$ cat config.mk
export PLATFORM = sky130hd
export DESIGN_NAME = sorted_ring_josephus_eliminator
export DESIGN_NICKNAME = d
export VERILOG_FILES = /design/src/hw/rtl/srje_pkg.sv /design/src/hw/rtl/srje_cell.sv /design/src/hw/rtl/sorted_ring_josephus_eliminator.sv
export SDC_FILE = /design/constraint.sdc
export NUM_CORES = 2
export LEC_CHECK = 0
export BUFFER_PORTS_ARGS = -buffer_cell sky130_fd_sc_hd__buf_2
export CAP_MARGIN = 20
export CORE_ASPECT_RATIO = 2
export CORE_MARGIN = 2
export CORE_UTILIZATION = 40
export DETAILED_ROUTE_END_ITERATION = 12
export HOLD_SLACK_MARGIN = 0.08
export PLACE_DENSITY = 0.56
export SLEW_MARGIN = 20
export SYNTH_ARGS = -nofsm -noshare
export SYNTH_HDL_FRONTEND = slang
export SYNTH_HIERARCHICAL = 1
export SYNTH_SLANG_ARGS = --single-unit
$ cat constraint.sdc
create_clock -name clk -period 17 [get_ports clk]
set_input_delay 2.55 -clock clk [delete_from_list [all_inputs] [get_ports clk]]
set_output_delay 2.55 -clock clk [all_outputs]
set_load 0.005 [all_outputs]
$ cat src/hw/rtl/srje_pkg.sv
// Shared types, constants and compare function for the sorted ring eliminator.
// Used by srje_cell and sorted_ring_josephus_eliminator; no dependencies.
`default_nettype none

package srje_pkg;

  localparam int CAPACITY = 16;
  localparam int CNT_W    = $clog2(CAPACITY + 1);
  localparam int VAL_W    = 32;
  localparam int STEP_W   = 8;
  localparam int STAT_W   = 3;

  typedef logic signed [VAL_W-1:0] value_t;

  typedef enum logic [STAT_W-1:0] {
    ST_INSERTED  = 3'd0,
    ST_DUPLICATE = 3'd1,
    ST_FULL      = 3'd2,
    ST_REMOVED   = 3'd3,
    ST_EMPTY     = 3'd4
  } status_t;

  typedef enum logic [1:0] {
    OP_HOLD   = 2'd0,
    OP_INSERT = 2'd1,
    OP_LEFT   = 2'd2,
    OP_ROTATE = 2'd3
  } cell_op_t;

  typedef enum logic [1:0] {
    S_IDLE = 2'b01,
    S_ELIM = 2'b10
  } state_t;

  typedef struct packed {
    cell_op_t op;
    logic     descending;
    value_t   new_value;
    value_t   head_value;
  } cell_ctrl_t;

  typedef struct packed {
    logic   valid;
    logic   valid_prev;
    logic   gt_prev;
    logic   tail;
    value_t prev_value;
    value_t next_value;
  } cell_link_t;

  function automatic logic ranks_after(input value_t a, input value_t x, input logic desc);
    ranks_after = desc ? (a < x) : (a > x);
  endfunction

endpackage

`default_nettype wire

$ cat src/hw/rtl/srje_cell.sv
// One storage cell of the sorted ring: holds a value, compares it with the
// incoming value and shifts, inserts or rotates with its neighbors. Uses srje_pkg.
`default_nettype none

module srje_cell (
  input  wire                      clk,
  input  srje_pkg::cell_ctrl_t     ctrl,
  input  srje_pkg::cell_link_t     link,
  output srje_pkg::value_t         value,
  output logic                     gt,
  output logic                     eq
);
  import srje_pkg::*;

  value_t value_next;

  assign gt = link.valid && ranks_after(value, ctrl.new_value, ctrl.descending);
  assign eq = link.valid && (value == ctrl.new_value);

  always_comb begin
    value_next = value;
    case (ctrl.op)
      OP_INSERT: begin
        if (link.gt_prev) begin
          value_next = link.prev_value;
        end else if (gt || (!link.valid && link.valid_prev)) begin
          value_next = ctrl.new_value;
        end
      end
      OP_LEFT: begin
        value_next = link.next_value;
      end
      OP_ROTATE: begin
        value_next = link.tail ? ctrl.head_value : link.next_value;
      end
      default: begin
        value_next = value;
      end
    endcase
  end

  always_ff @(posedge clk) begin
    value <= value_next;
  end

endmodule

`default_nettype wire

$ cat src/hw/rtl/sorted_ring_josephus_eliminator.sv
// Top level of the sorted ring with Josephus elimination: control sequencer,
// output register and a chain of srje_cell. Uses srje_pkg and srje_cell.
//
// On an insert beat every cell compares against the new value at once and the
// chain shifts by one place. An eliminate beat on n stored values with count k
// (0 read as 1) empties the store: per removal the chain rotates the ring by
// one place per cycle, k-1 times, then drops the head into the output register.
// An empty store answers with an empty status. No new beat is taken while an
// elimination runs or while the output register holds an untaken beat.
`default_nettype none

module sorted_ring_josephus_eliminator (
  input  wire                              clk,
  input  wire                              rst,
  input  wire                              cfg_we,
  input  wire                              cfg_wdata,
  input  wire                              in_valid,
  output logic                             in_stall,
  input  wire                              func,
  input  wire signed [srje_pkg::VAL_W-1:0] value,
  input  wire [srje_pkg::STEP_W-1:0]       step,
  output logic                             out_valid,
  input  wire                              out_stall,
  output logic [srje_pkg::STAT_W-1:0]      status,
  output logic signed [srje_pkg::VAL_W-1:0] removed_value,
  output logic                             last
);
  import srje_pkg::*;

  state_t              state;
  logic                order_descending;
  logic [CNT_W-1:0]    entry_count;
  logic [STEP_W-1:0]   count_position;
  logic [STEP_W-1:0]   elim_skip;
  logic [STEP_W-1:0]   step_m1;
  cell_ctrl_t          ctrl;
  cell_link_t          link   [CAPACITY];
  value_t              cell_v [CAPACITY];
  logic [CAPACITY-1:0] cell_gt;
  logic [CAPACITY-1:0] cell_eq;
  logic                can_emit;
  logic                accept;
  logic                load_out;
  logic                dup;
  logic                full;

  assign can_emit = !out_valid || !out_stall;
  assign in_stall = (state != S_IDLE) || !can_emit;
  assign accept   = in_valid && !in_stall;
  assign dup      = |cell_eq;
  assign full     = (entry_count == CNT_W'(CAPACITY));
  assign step_m1  = (step == '0) ? '0 : step - STEP_W'(1);
  assign load_out = (state == S_IDLE) ? (accept && (!func || (entry_count == '0)))
                  : ((state == S_ELIM) && (count_position == '0) && can_emit);

  always_comb begin
    ctrl.op         = OP_HOLD;
    ctrl.descending = order_descending;
    ctrl.new_value  = value;
    ctrl.head_value = cell_v[0];
    case (state)
      S_IDLE: begin
        if (accept && !func && !dup && !full) begin
          ctrl.op = OP_INSERT;
        end
      end
      S_ELIM: begin
        if (count_position != '0) begin
          ctrl.op = OP_ROTATE;
        end else if (can_emit) begin
          ctrl.op = OP_LEFT;
        end
      end
      default: begin
        ctrl.op = OP_HOLD;
      end
    endcase
  end

  for (genvar i = 0; i < CAPACITY; i++) begin : g_cell
    always_comb begin
      link[i].valid      = CNT_W'(i) < entry_count;
      link[i].tail       = entry_count == CNT_W'(i + 1);
      link[i].valid_prev = (i == 0) ? 1'b1 : (CNT_W'(i) <= entry_count);
      link[i].gt_prev    = (i == 0) ? 1'b0 : cell_gt[(i == 0) ? 0 : i - 1];
      link[i].prev_value = (i == 0) ? '0 : cell_v[(i == 0) ? 0 : i - 1];
      link[i].next_value = (i == CAPACITY - 1) ? '0
                         : cell_v[(i == CAPACITY - 1) ? i : i + 1];
    end

    srje_cell u_cell (
      .clk   (clk),
      .ctrl  (ctrl),
      .link  (link[i]),
      .value (cell_v[i]),
      .gt    (cell_gt[i]),
      .eq    (cell_eq[i])
    );
  end

  always_ff @(posedge clk) begin
    if (rst) begin
      state            <= S_IDLE;
      order_descending <= 1'b0;
      entry_count      <= '0;
      count_position   <= '0;
      elim_skip        <= '0;
      out_valid        <= 1'b0;
      status           <= ST_INSERTED;
      removed_value    <= '0;
      last             <= 1'b0;
    end else begin
      if (cfg_we) begin
        order_descending <= cfg_wdata;
      end
      if (load_out) begin
        out_valid <= 1'b1;
      end else if (!out_stall) begin
        out_valid <= 1'b0;
      end
      case (state)
        S_IDLE: begin
          if (accept) begin
            if (!func) begin
              removed_value <= '0;
              last          <= 1'b1;
              if (dup) begin
                status <= ST_DUPLICATE;
              end else if (full) begin
                status <= ST_FULL;
              end else begin
                status      <= ST_INSERTED;
                entry_count <= entry_count + CNT_W'(1);
              end
            end else if (entry_count == '0) begin
              status        <= ST_EMPTY;
              removed_value <= '0;
              last          <= 1'b1;
            end else begin
              count_position <= step_m1;
              elim_skip      <= step_m1;
              state          <= S_ELIM;
            end
          end
        end
        S_ELIM: begin
          if (count_position != '0) begin
            count_position <= count_position - STEP_W'(1);
          end else if (can_emit) begin
            status        <= ST_REMOVED;
            removed_value <= cell_v[0];
            last          <= (entry_count == CNT_W'(1));
            entry_count   <= entry_count - CNT_W'(1);
            if (entry_count == CNT_W'(1)) begin
              count_position <= '0;
              state          <= S_IDLE;
            end else begin
              count_position <= elim_skip;
            end
          end
        end
        default: begin
          state <= S_IDLE;
        end
      endcase
    end
  end

endmodule

`default_nettype wire

==> flow_metrics.py <==
metrics = {
    "worst_setup_path": {
        "cp_data_arrival_time_ns": 7.71,
        "crit_path_end_kind": "flip-flop",
        "critPathKind": "input port to flip-flop",
        "crit_chain": "buf_2, inv_1, ha_1, and4_1, and3_1, nand2_1, nor3_1, nor4_1, nand4_1, or4_1, a21oi_4, buf_4, nand2_2, buf_16, mux2i_1, a21oi_1",
        "slowest_stage": "nor4_1",
        "crit_fanout": 32,
        "slowest_delay_ns": 0.76,
        "startpoint_type": "input port",
        "worstPathRequired_ns": 17.37,
    },
    "floorplan": {
        "ios": 85,
        "core_mm2": 0.120,
        "rows": 180,
        "dieArea_mm2": 0.124,
        "die_y_um": 496,
        "initial_core_util": 0.403,
        "fp.dieW_um": 250,
    },
    "global_routing": {
        "grt_pass1_vias": 39500,
        "grt_max_degree": 260,
        "grt_usage": 0.234,
        "grt_pass1_wl_um": 227000,
        "gr-total-overflow": 0,
        "antenna_found_initial": 3,
    },
    "sta": {
        "timing.fmax_ghz": 0.136,
        "setup_violations": 0,
        "hold_violations": 0,
        "rsz0062_at_grt": "no",
        "worst_pin_slew_ns": 1.22,
        "period_share": 0.432,
        "clock_skew_ns": 0.0274,
        "fin_crit_ns": 7.34,
        "setup-tns-final_ns": 0,
        "slew_viol_final": 0,
        "relSlewSlack": 0.187,
    },
    "route": {
        "wire_per_inst_um": 21.6,
        "num_vias": 39500,
        "ant_nets": 0,
        "totalWireLength_um": 148000,
        "firstDrtPassIters": 7,
        "route.detailed.drc": 0,
        "drt_iter0_drc": 2538,
        "via_per_inst": 5.75,
    },
    "cts": {
        "h-tree-depth": 2,
        "clk_transition_reported_paths_ns": 0.06,
        "cts_tree": "done",
        "cts.path.max_buffers": 3,
        "clock_sinks": 573,
        "cts_setup_buffers": 0,
        "numCtsBuffers": 59,
        "cts_root_buf": "clkbuf_16",
        "worstSkewPairLatency_ns": 0.69,
        "cts.hold.buffers_added": 0,
        "cts.repair.resized": 0,
    },
    "power": {
        "powerDensity_mw_per_mm2": 70.0,
        "combinationalPowerShare": 0.172,
        "p_sw_frac": 0.298,
        "pwr-share-clk": 0.379,
        "p_int_mw": 2.56,
        "p_switching_mw": 1.09,
        "p_leak_nw": 24.3,
        "pwr-share-seq": 0.449,
        "vdd_drop_max_v": 0.0000833,
    },
    "cells_and_area": {
        "syn_to_final_growth_pct": 7.72,
        "nFillCells": 12000,
        "nets": 5850,
        "drive_above_1_share": 0.0694,
        "layout_commonest_cell": "a21oi_1",
        "final_util": 0.434,
        "final_cells": 6878,
        "final_cell_mix": "731 x a21oi_1, 599 x nor2_1, 546 x inv_1, 539 x mux2i_1, 537 x a211oi_1",
    },
    "place": {
        "place_congestion": 0.868,
        "place_inst": 6766,
        "io_buffers": 84,
        "dp_hpwl_um": 118000,
    },
    "synthesis": {
        "synthCells": 5315,
        "yosys_warnings": 6,
        "syn-cell-area_mm2": 0.0484,
        "syn_area_per_cell_um2": 9.12,
    },
    "run": {
        "maxCapViolCount": 0,
    },
    "status": {
        "status": "complete, no violations",
    },
    "min_path": {
        "min_path_type": "flip-flop to flip-flop",
    },
}
## power groups by stage
| stage | logic (mW) | clock network (mW) | registers (mW) |
|---|---|---|---|
| 5_1_grt | 0.704 | 1.46 | 1.65 |
| 4_1_cts | 0.627 | 1.43 | 1.64 |
| 3_3_place_gp | 0.611 | 0 | 1.67 |
| 2_1_floorplan | 0.453 | 0 | 1.64 |
| 6_report | 0.628 | 1.38 | 1.64 |
| 3_5_place_dp | 0.625 | 0 | 1.67 |
## flip-flops by register name (all words and copies together), names as in the netlist
name,count
order_descending,1
last,1
count_position,8
out_valid,1
removed_value,32
elim_skip,8
status,3
state,2
entry_count,5
g_cell.u_cell/value,512
## cell type report
class | instances | area (µm²) | area share
well taps | 1547 | 1940 | 0.0371
clock buffers | 83 | 1760 | 0.0337
inverters | 559 | 2100 | 0.0403
repair buffers | 146 | 983 | 0.0188
multi-input cells | 3941 | 28600 | 0.548
clock inverters | 27 | 186 | 0.00357
diodes | 2 | 5.00 | 0.0000959
flip-flops and latches | 573 | 16600 | 0.318
## worst paths after layout
| kind | cells past startpoint | endpoint | from | slack (ns) |
|---|---|---|---|---|
| worst max-delay path | 16 | g_cell[3].u_cell/value[27]$_DFFE_PP_ | value[31] | 9.66 |
| worst min-delay path | 2 | removed_value[24]$_SDFFE_PP0P_ | removed_value[24]$_SDFFE_PP0P_ | 0.45 |
| worst max register to register | 11 | g_cell[6].u_cell/value[26]$_DFFE_PP_ | state[0]$_SDFFE_PP1P_ | 11.41 |
| worst min register to register | 2 | removed_value[24]$_SDFFE_PP0P_ | removed_value[24]$_SDFFE_PP0P_ | 0.45 |
## metal layers
layer  global-route usage  vias up  wire length (µm)  share of wire
met1                0.222    18800             51800           0.35
met5                    0        -                 0              0
li1                     -    19600                 -              -
met3               0.0158      345              3570          0.024
met4                0.160        0             11200          0.076
met2                0.471      774             81900           0.55
## worst max-delay path, delay by kind of cell
family | cells | cell delay [ns]
compound gates | 2 | 0.25
fa+ha+maj | 1 | 0.42
buf+inv | 4 | 1.21
mux | 1 | 0.15
simple gates | 8 | 3.09
## through the flow
| step | instance area [µm²] | power [mW] | setup slack, ns | hold slack, ns |
|---|---|---|---|---|
| after floorplan | 48700 | 2.10 | 7.66 | 0.448 |
| after global placement | 50100 | 2.28 | 9.05 | 0.439 |
| after detailed placement | 50200 | 2.30 | 9.03 | 0.441 |
| after CTS | 52200 | 3.70 | 9.76 | 0.456 |
| after global routing | 52200 | 3.81 | 9.56 | 0.472 |
| final | 52200 | 3.65 | 9.66 | 0.454 |
Note: power is estimated with default switching activity, not from simulation.
